`config.mk`:
```
export PLATFORM = sky130hd
export DESIGN_NAME = sccb_register_master_core
export DESIGN_NICKNAME = d
export VERILOG_FILES = /design/src/rtl/sccb_pkg.sv /design/src/rtl/sccb_seq.sv /design/src/rtl/sccb_register_master_core.sv
export SDC_FILE = /design/constraint.sdc
export NUM_CORES = 1
export LEC_CHECK = 0
export ABC_AREA = 0
export BUFFER_PORTS_ARGS = -buffer_cell sky130_fd_sc_hd__buf_2
export CAP_MARGIN = 20
export CELL_PAD_IN_SITES_DETAIL_PLACEMENT = 0
export CELL_PAD_IN_SITES_GLOBAL_PLACEMENT = 2
export CORE_UTILIZATION = 30
export CTS_BUF_LIST = sky130_fd_sc_hd__clkbuf_4
export DETAILED_ROUTE_END_ITERATION = 6
export HOLD_SLACK_MARGIN = 0.06
export MAX_ROUTING_LAYER = met4
export PLACE_DENSITY_LB_ADDON = 0.1
export SYNTH_ARGS = -nofsm -noshare
export SYNTH_HDL_FRONTEND = slang
export SYNTH_SLANG_ARGS = --single-unit
```
`constraint.sdc`:
```
create_clock -name clk_i -period 10.56 [get_ports clk_i]
set_clock_uncertainty 0.2 [all_clocks]
set_input_delay 1.584 -clock clk_i [delete_from_list [all_inputs] [get_ports clk_i]]
set_output_delay 1.584 -clock clk_i [all_outputs]
set_load 0.005 [all_outputs]
```
`src/rtl/sccb_pkg.sv`:
```
// ----------------------------------------------------------------------------
// sccb_pkg
// Types and constants shared by the serial camera control bus master.
// ----------------------------------------------------------------------------
package sccb_pkg;

  localparam logic [1:0] OP_WRITE = 2'd1;
  localparam logic [1:0] OP_READ  = 2'd2;

  localparam logic CFG_DEV_ADDR    = 1'b0;
  localparam logic CFG_HALF_PERIOD = 1'b1;

  localparam logic [7:0]  DEV_ADDR_RESET    = 8'd96;
  localparam logic [15:0] HALF_PERIOD_RESET = 16'd50;
  localparam logic [7:0]  READ_ADDR_BIT     = 8'h01;

  typedef enum logic [19:0] {
    PH_IDLE   = 20'h00001,
    PH_ST_A   = 20'h00002,
    PH_ST_B   = 20'h00004,
    PH_BIT_LO = 20'h00008,
    PH_BIT_HI = 20'h00010,
    PH_ACK_LO = 20'h00020,
    PH_ACK_HI = 20'h00040,
    PH_GAP1   = 20'h00080,
    PH_GAP2   = 20'h00100,
    PH_SP_A   = 20'h00200,
    PH_SP_B   = 20'h00400,
    PH_SP_C   = 20'h00800,
    PH_RGAP1  = 20'h01000,
    PH_RGAP2  = 20'h02000,
    PH_RB_LO  = 20'h04000,
    PH_RB_HI  = 20'h08000,
    PH_NA_A   = 20'h10000,
    PH_NA_B   = 20'h20000,
    PH_NA_C   = 20'h40000,
    PH_NA_D   = 20'h80000
  } phase_e;

  typedef struct packed {
    logic       scl_out;
    logic       sda_out;
    logic       sda_drive;
    logic       busy_res;
    logic       done_res;
    logic       ack_fail;
    logic [7:0] rd_data;
  } res_t;

endpackage

```
`src/rtl/sccb_seq.sv`:
```
// ----------------------------------------------------------------------------
// sccb_seq
// Bus sequencer: holds the transaction phase, counters and line levels and
// works out the pin levels and status of one tick.
// ----------------------------------------------------------------------------
module sccb_seq (
  input  logic          clk_i,
  input  logic          rst_ni,
  input  logic          step_en_i,
  input  logic [1:0]    opcode_i,
  input  logic [7:0]    reg_addr_i,
  input  logic [7:0]    wr_data_i,
  input  logic          sda_in_i,
  input  logic [7:0]    dev_addr_i,
  input  logic [15:0]   half_period_i,
  output logic          idle_o,
  output sccb_pkg::res_t res_o
);
  import sccb_pkg::*;

  phase_e      phase_q, phase_d;
  logic [3:0]  bit_cnt_q, bit_cnt_d;
  logic [15:0] delay_q, delay_d;
  logic [7:0]  shift_q, shift_d;
  logic [1:0]  byte_idx_q, byte_idx_d;
  logic        nack_q, nack_d;
  logic [7:0]  rbyte_q, rbyte_d;
  logic        is_read_q, is_read_d;
  logic [7:0]  lreg_q, lreg_d;
  logic [7:0]  ldata_q, ldata_d;
  logic [2:0]  lines_q, lines_d;

  logic [15:0] len;
  logic [16:0] delay_inc;
  logic        step_end;
  logic        done;
  logic        start;

  function automatic logic [7:0] byte_for(input logic [1:0] idx, input logic rd,
                                          input logic [7:0] dev, input logic [7:0] rg,
                                          input logic [7:0] dat);
    logic [7:0] b;
    if (idx == 2'd0) begin
      b = dev;
    end else if (idx == 2'd1) begin
      b = rg;
    end else if (rd) begin
      b = dev | READ_ADDR_BIT;
    end else begin
      b = dat;
    end
    return b;
  endfunction

  assign len    = (half_period_i == 16'd0) ? 16'd1 : half_period_i;
  assign idle_o = (phase_q == PH_IDLE);
  assign start  = (phase_q == PH_IDLE) && ((opcode_i == OP_WRITE) || (opcode_i == OP_READ));

  always_comb begin
    phase_d    = phase_q;
    bit_cnt_d  = bit_cnt_q;
    delay_d    = delay_q;
    shift_d    = shift_q;
    byte_idx_d = byte_idx_q;
    nack_d     = nack_q;
    rbyte_d    = rbyte_q;
    is_read_d  = is_read_q;
    lreg_d     = lreg_q;
    ldata_d    = ldata_q;
    lines_d    = lines_q;
    done       = 1'b0;
    delay_inc  = 17'd0;
    step_end   = 1'b0;

    if (start) begin
      is_read_d  = (opcode_i == OP_READ);
      lreg_d     = reg_addr_i;
      ldata_d    = wr_data_i;
      byte_idx_d = 2'd0;
      bit_cnt_d  = 4'd0;
      nack_d     = 1'b0;
      rbyte_d    = 8'd0;
      delay_d    = 16'd0;
      shift_d    = dev_addr_i;
      phase_d    = PH_ST_A;
    end

    if (phase_d != PH_IDLE) begin
      unique case (phase_d)
        PH_ST_A:                lines_d = 3'b111;
        PH_ST_B:                lines_d = 3'b101;
        PH_BIT_LO:              lines_d = {1'b0, shift_d[7], 1'b1};
        PH_BIT_HI:              lines_d = {1'b1, shift_d[7], 1'b1};
        PH_ACK_LO, PH_RB_LO:    lines_d = {1'b0, lines_q[1], 1'b0};
        PH_ACK_HI, PH_RB_HI:    lines_d = {1'b1, lines_q[1], 1'b0};
        PH_GAP1, PH_GAP2,
        PH_NA_A:                lines_d = {1'b0, lines_q[1], 1'b1};
        PH_SP_A, PH_NA_D:       lines_d = 3'b001;
        PH_SP_B:                lines_d = 3'b101;
        PH_SP_C, PH_RGAP1,
        PH_RGAP2, PH_NA_B:      lines_d = 3'b111;
        PH_NA_C:                lines_d = 3'b011;
        default:                lines_d = lines_q;
      endcase

      if (phase_d == PH_ACK_HI && delay_d == len - 16'd1 && sda_in_i && !is_read_d) begin
        nack_d = 1'b1;
      end
      if (phase_d == PH_RB_HI && delay_d == 16'd0) begin
        rbyte_d = {rbyte_d[6:0], sda_in_i};
      end

      delay_inc = {1'b0, delay_d} + 17'd1;
      step_end  = (delay_inc >= {1'b0, len});
      delay_d   = step_end ? 16'd0 : delay_inc[15:0];

      if (step_end) begin
        unique case (phase_d)
          PH_ST_A:  phase_d = PH_ST_B;
          PH_ST_B: begin
            bit_cnt_d = 4'd0;
            phase_d   = PH_BIT_LO;
          end
          PH_BIT_LO: phase_d = PH_BIT_HI;
          PH_BIT_HI: begin
            shift_d   = {shift_d[6:0], 1'b0};
            bit_cnt_d = bit_cnt_d + 4'd1;
            phase_d   = (bit_cnt_d >= 4'd8) ? PH_ACK_LO : PH_BIT_LO;
          end
          PH_ACK_LO: phase_d = PH_ACK_HI;
          PH_ACK_HI: phase_d = (!is_read_d && byte_idx_d == 2'd2) ? PH_SP_A : PH_GAP1;
          PH_GAP1:   phase_d = PH_GAP2;
          PH_GAP2: begin
            if (!is_read_d || byte_idx_d == 2'd0) begin
              byte_idx_d = byte_idx_d + 2'd1;
              shift_d    = byte_for(byte_idx_d, is_read_d, dev_addr_i, lreg_d, ldata_d);
              bit_cnt_d  = 4'd0;
              phase_d    = PH_BIT_LO;
            end else if (byte_idx_d == 2'd1) begin
              phase_d = PH_SP_A;
            end else begin
              bit_cnt_d = 4'd0;
              rbyte_d   = 8'd0;
              phase_d   = PH_RB_LO;
            end
          end
          PH_SP_A:  phase_d = PH_SP_B;
          PH_SP_B:  phase_d = PH_SP_C;
          PH_SP_C: begin
            if (is_read_d && byte_idx_d == 2'd1) begin
              phase_d = PH_RGAP1;
            end else begin
              phase_d = PH_IDLE;
              done    = 1'b1;
            end
          end
          PH_RGAP1: phase_d = PH_RGAP2;
          PH_RGAP2: begin
            byte_idx_d = 2'd2;
            shift_d    = byte_for(2'd2, is_read_d, dev_addr_i, lreg_d, ldata_d);
            phase_d    = PH_ST_A;
          end
          PH_RB_LO: phase_d = PH_RB_HI;
          PH_RB_HI: begin
            bit_cnt_d = bit_cnt_d + 4'd1;
            phase_d   = (bit_cnt_d >= 4'd8) ? PH_NA_A : PH_RB_LO;
          end
          PH_NA_A:  phase_d = PH_NA_B;
          PH_NA_B:  phase_d = PH_NA_C;
          PH_NA_C:  phase_d = PH_NA_D;
          PH_NA_D:  phase_d = PH_SP_A;
          default:  phase_d = PH_IDLE;
        endcase
      end
    end
  end

  always_comb begin
    res_o.scl_out   = lines_d[2];
    res_o.sda_out   = lines_d[1];
    res_o.sda_drive = lines_d[0];
    res_o.busy_res  = start || (phase_q != PH_IDLE);
    res_o.done_res  = done;
    res_o.ack_fail  = done && !is_read_d && nack_d;
    res_o.rd_data   = (done && is_read_d) ? rbyte_d : 8'd0;
  end

  always_ff @(posedge clk_i or negedge rst_ni) begin
    if (!rst_ni) begin
      phase_q    <= PH_IDLE;
      bit_cnt_q  <= 4'd0;
      delay_q    <= 16'd0;
      shift_q    <= 8'd0;
      byte_idx_q <= 2'd0;
      nack_q     <= 1'b0;
      rbyte_q    <= 8'd0;
      is_read_q  <= 1'b0;
      lreg_q     <= 8'd0;
      ldata_q    <= 8'd0;
      lines_q    <= 3'b111;
    end else if (step_en_i) begin
      phase_q    <= phase_d;
      bit_cnt_q  <= bit_cnt_d;
      delay_q    <= delay_d;
      shift_q    <= shift_d;
      byte_idx_q <= byte_idx_d;
      nack_q     <= nack_d;
      rbyte_q    <= rbyte_d;
      is_read_q  <= is_read_d;
      lreg_q     <= lreg_d;
      ldata_q    <= ldata_d;
      lines_q    <= lines_d;
    end
  end

`ifndef SYNTHESIS
  a_busy_while_active: assert property (@(posedge clk_i) disable iff (!rst_ni)
    (phase_q != PH_IDLE) |-> res_o.busy_res)
    else $error("sequencer active without busy");

  a_done_ends_idle: assert property (@(posedge clk_i) disable iff (!rst_ni)
    (step_en_i && res_o.done_res) |=> (phase_q == PH_IDLE))
    else $error("sequencer not idle after done");

  a_delay_below_len: assert property (@(posedge clk_i) disable iff (!rst_ni)
    (phase_q != PH_IDLE) |-> ({1'b0, delay_q} < {1'b0, len} || $past(step_en_i) == 1'b0
     || $changed(half_period_i) || $past(half_period_i) != half_period_i))
    else $error("delay counter past step length");
`endif

endmodule

```
`src/rtl/sccb_register_master_core.sv`:
```
// ----------------------------------------------------------------------------
// sccb_register_master_core
// Serial camera control bus register master. Each item is one tick that
// carries the sampled data line and may start a register write or read.
// ----------------------------------------------------------------------------
// The result of an item is registered and offered on the output in the
// cycle after the item is accepted. One item is taken per cycle while the
// output is not stalled; the output register lets a new item enter while the
// previous result is being taken. Reset clears the sequencer to idle with
// clock and data high and driven, and loads the register defaults.
module sccb_register_master_core (
  input  logic        clk_i,
  input  logic        rst_ni,
  input  logic        cfg_valid_i,
  output logic        cfg_ready_o,
  input  logic        cfg_index_i,
  input  logic [15:0] cfg_data_i,
  input  logic        in_valid_i,
  output logic        in_ready_o,
  input  logic [1:0]  opcode_i,
  input  logic [7:0]  reg_addr_i,
  input  logic [7:0]  wr_data_i,
  input  logic        sda_in_i,
  output logic        out_valid_o,
  input  logic        out_ready_i,
  output logic        scl_out_o,
  output logic        sda_out_o,
  output logic        sda_drive_o,
  output logic        busy_res_o,
  output logic        done_res_o,
  output logic        ack_fail_o,
  output logic [7:0]  rd_data_o
);
  import sccb_pkg::*;

  logic [7:0]  dev_addr_q;
  logic [15:0] half_period_q;
  logic        out_valid_q;
  res_t        res_q;
  res_t        res_d;
  logic        in_fire;
  logic        seq_idle;

  assign cfg_ready_o = 1'b1;
  assign in_ready_o  = !out_valid_q || out_ready_i;
  assign in_fire     = in_valid_i && in_ready_o;

  always_ff @(posedge clk_i or negedge rst_ni) begin
    if (!rst_ni) begin
      dev_addr_q    <= DEV_ADDR_RESET;
      half_period_q <= HALF_PERIOD_RESET;
    end else if (cfg_valid_i) begin
      unique case (cfg_index_i)
        CFG_DEV_ADDR:    dev_addr_q    <= cfg_data_i[7:0];
        CFG_HALF_PERIOD: half_period_q <= cfg_data_i;
        default:         dev_addr_q    <= dev_addr_q;
      endcase
    end
  end

  sccb_seq u_seq (
    .clk_i         (clk_i),
    .rst_ni        (rst_ni),
    .step_en_i     (in_fire),
    .opcode_i      (opcode_i),
    .reg_addr_i    (reg_addr_i),
    .wr_data_i     (wr_data_i),
    .sda_in_i      (sda_in_i),
    .dev_addr_i    (dev_addr_q),
    .half_period_i (half_period_q),
    .idle_o        (seq_idle),
    .res_o         (res_d)
  );

  always_ff @(posedge clk_i or negedge rst_ni) begin
    if (!rst_ni) begin
      out_valid_q <= 1'b0;
    end else if (in_fire) begin
      out_valid_q <= 1'b1;
    end else if (out_ready_i) begin
      out_valid_q <= 1'b0;
    end
  end

  always_ff @(posedge clk_i) begin
    if (in_fire) begin
      res_q <= res_d;
    end
  end

  assign out_valid_o = out_valid_q;
  assign scl_out_o   = res_q.scl_out;
  assign sda_out_o   = res_q.sda_out;
  assign sda_drive_o = res_q.sda_drive;
  assign busy_res_o  = res_q.busy_res;
  assign done_res_o  = res_q.done_res;
  assign ack_fail_o  = res_q.ack_fail;
  assign rd_data_o   = res_q.rd_data;

`ifndef SYNTHESIS
  a_done_has_busy: assert property (@(posedge clk_i) disable iff (!rst_ni)
    (out_valid_o && done_res_o) |-> busy_res_o)
    else $error("done reported without busy");

  a_status_needs_done: assert property (@(posedge clk_i) disable iff (!rst_ni)
    (out_valid_o && (ack_fail_o || rd_data_o != 8'd0)) |-> done_res_o)
    else $error("ack failure or read data without done");

  a_tick_idle_not_busy: assert property (@(posedge clk_i) disable iff (!rst_ni)
    (in_fire && seq_idle && opcode_i != OP_WRITE && opcode_i != OP_READ)
    |=> (out_valid_o && !busy_res_o))
    else $error("idle tick reported busy");
`endif

endmodule

```
==> results.yml <==
run_status:
  status: "finished clean"
cells_and_area:
  fillerInstances: 2748
  finalNetCount: 1007
  design_area_um2: 8750
  drive_above_1_share_pct: 16.5
  areaGrowthSynthToFinish_pct: 11.9
  multiInputGateArea_um2: 4480
  ff_latch_area_um2: 3030
cts:
  cts_made_buffers: 17
  root_buffer: "clkbuf_4"
  clock_path_buffers: 2
  clk_latency_ps: 550
  clkTransAtPathRegs_ps: 130
  holdBufCountCts: 0
  cts_sinks: 118
  cts_resized: 0
  cts_max_level: 4
  cts_tree: "built"
  post_cts_buffers: 0
sta:
  holdWs_ps: 277
  finalCriticalPeriod_ps: 7020
  fin_crit_sh_pct: 66.5
  tightest_slew_ps: 912
  rsz0062_at_grt: "no"
  drv_slew: 0
  relSlewSlack_pct: 39.0
  fin_tns_setup_ps: 0
  setup_violations: 0
  hold_viol: 0
  fmax_mhz: 142
floorplan:
  ios: 58
  chipWidth_um: 163
  rows: 58
  dieArea_um2: 26700
  fp.coreArea_um2: 25400
  fp.dieH_um: 163
  floorplan.initialDensity_pct: 30.8
worst_setup_path:
  required_ps: 10730
  endpoint_kind: "flop"
  crit_type: "flop to flop"
  cp-start-kind: "flop"
  worstPathArrival_ps: 7200
  crit_fanout: 51
  critPathMaxStageDelay_ps: 720
  worst_path_max_delay_cell: "or4_1"
  path_cells: "or4_1 -> nor4_4 -> nand3_4 -> and2_1 -> ha_1 -> and4_1 -> and2_1 -> and3_1 -> nand3_1 -> xor2_1 -> nor2_1 -> ha_1 -> o21ai_0 -> nand2b_1 -> a21oi_1 -> a211oi_1 -> o21ai_2 -> or4_1 -> nor3_1"
global_route:
  antenna_found_initial: 1
  use_met3_pct: 3.05
  first_global_vias: 6760
  use_met2_pct: 31.9
  grt_pass1_wl_mm: 40.8
  use_met1_pct: 28.7
  track_usage_pct: 20.8
  grt_busiest_layer: "met2"
  grt_max_degree: 64
  overflow: 0
synth:
  synth.avg_cell_area_um2: 8.59
  synth_area_leaders: "dfrtp_1, nand2_1, edfxtp_1"
  synth_top_area_cell: "dfrtp_1"
  ys.flop_type: "dfrtp_1"
  yosys_warnings: 0
  ys_types: 76
  synth_top_area_share_pct: 30.4
  ys_ff_latch: 118
  netlist_area_um2: 7820
  yosysSeqAreaShare_pct: 38.8
  syn_inst: 910
  synth_edf_count: 14
  synth.net_count: 976
  synth_async_sr_flop_share_pct: 88.1
drt:
  drt-pass1-iter-count: 5
  via_per_inst: 5.41
  routed_wl_mm: 25.7
  route.vias.total: 6951
  ant_nets: 0
  drt-initial-drc-count: 390
  wire_per_inst_um: 20.0
  drc: 0
job:
  max_cap_violations: 0
placement:
  placed_cell_area_um2: 8380
  dp_hpwl_mm: 18.5
  portBuffers: 56
  place.gp.congestion: 0.804
power:
  total_power_uw: 1630
  p_per_area_nw_per_um2: 186
  p_leak_uw: 0.00376
  ir_drop_v: 0.0000723
hold_path:
  hp-class: "flop to flop"
-- metal layers --
metal / part of all wire [%] / vias to the layer above
met4: 1.6 / 0
li1: - / 3391
met2: 46 / 146
met3: 2.9 / 32
met5: 0 / -
met1: 49 / 3382
-- final timing paths --
kind                                              start                           end  slack, ps  cells past startpoint
max                        u_seq.phase_q[4]$_DFFE_PN0P_    rd_data_o[0]$_SDFFCE_PN0P_       3540                     19
min                        u_seq.lines_q[1]$_DFFE_PN1P_  u_seq.lines_q[1]$_DFFE_PN1P_        280                      2
max reg2reg                u_seq.phase_q[4]$_DFFE_PN0P_    rd_data_o[0]$_SDFFCE_PN0P_       3540                     19
min reg2reg                u_seq.lines_q[1]$_DFFE_PN1P_  u_seq.lines_q[1]$_DFFE_PN1P_        280                      2
max in group asynchronous                        rst_ni  u_seq.shift_q[4]$_DFFE_PN0P_       8020                      2
min in group asynchronous                        rst_ni  u_seq.rbyte_q[7]$_DFFE_PN0P_        890                      1
-- power by group --
group | total [uW] | switching, uW | internal (uW)
clock | 435 | 217 | 218
combinational | 524 | 315 | 209
sequential | 671 | 120 | 551
-- cells by family after synthesis --
logic type      after synthesis  synth area share, %
fa+ha+maj                    25                 4.00
xor+xnor                     28                 3.31
buf+inv                      81                 4.02
flops                       118                 38.8
other cells                   1               0.0480
mux                          38                 5.47
compound gates              179                 16.0
simple gates                440                 28.3
-- cell usage in the layout, fill, tap and decap left out, drive strengths merged, types with 7 or more instances in the layout --
master,Yosys,layout
nand4,18,18
mux2i,9,9
dfrtp,95,95
xor2,13,13
o21ai,52,52
nand2b,14,14
a21oi,31,31
mux2,28,28
clkbuf,40,17
nor2,73,73
and2,7,7
inv,29,34
nand2,170,170
edfxtp,14,14
dfstp,9,9
nand3,29,29
o2111a,7,7
nor3,43,43
xnor2,14,14
nor4,24,24
or4,15,15
o31ai,21,21
or3,10,10
ha,25,25
a22o,14,14
a211oi,7,7
and3,8,8
buf,12,64
-- cell usage after synthesis, types with 16 or more instances --
cell	count
a21oi_1	31
clkbuf_1	40
dfrtp_1	95
ha_1	25
inv_1	29
mux2_2	28
nand2_1	170
nand3_1	28
nand4_1	16
nor2_1	73
nor3_1	42
nor4_1	18
o21ai_0	48
o31ai_1	20
-- worst max-delay path, delay by kind of cell, from the launching register on --
| kind | cells | cell delay, ps |
|---|---|---|
| compound gates | 4 | 1060 |
| xor+xnor | 1 | 150 |
| fa+ha+maj | 2 | 610 |
| simple gates | 12 | 4380 |
| flops | 1 | 460 |
-- cell type report --
type                       count  share of cell area, %
sequential                   118                   34.7
inverter                      29                   1.24
tap                          330                   4.72
multi-input combinational    711                   51.2
clock buffer                  17                   1.46
clock inverter                15                   2.75
antenna                        1                 0.0286
timing repair buffer          64                   3.92
-- state kept, by name, summed over array words and instances (netlist names), 2 cells and up --
register / count
u_seq.phase_q: 20
half_period_q: 16
u_seq.delay_q: 16
dev_addr_q: 8
rd_data_o: 8
u_seq.ldata_q: 8
u_seq.lreg_q: 8
u_seq.rbyte_q: 8
u_seq.shift_q: 8
u_seq.bit_cnt_q: 4
u_seq.lines_q: 3
u_seq.byte_idx_q: 2
-- through the flow --
stage / setup slack, ps / std cells / utilization [%]
4_1_cts: 3530 / 1284 / 34.4
3_5_place_dp: 3110 / 1252 / 33.0
3_3_place_gp: 3230 / 1252 / 33.0
2_1_floorplan: 3840 / 910 / -
5_1_grt: 3050 / 1285 / 34.4
6_report: 3540 / 1285 / 34.4
No activity file was read; power rests on OpenSTA's default activity.
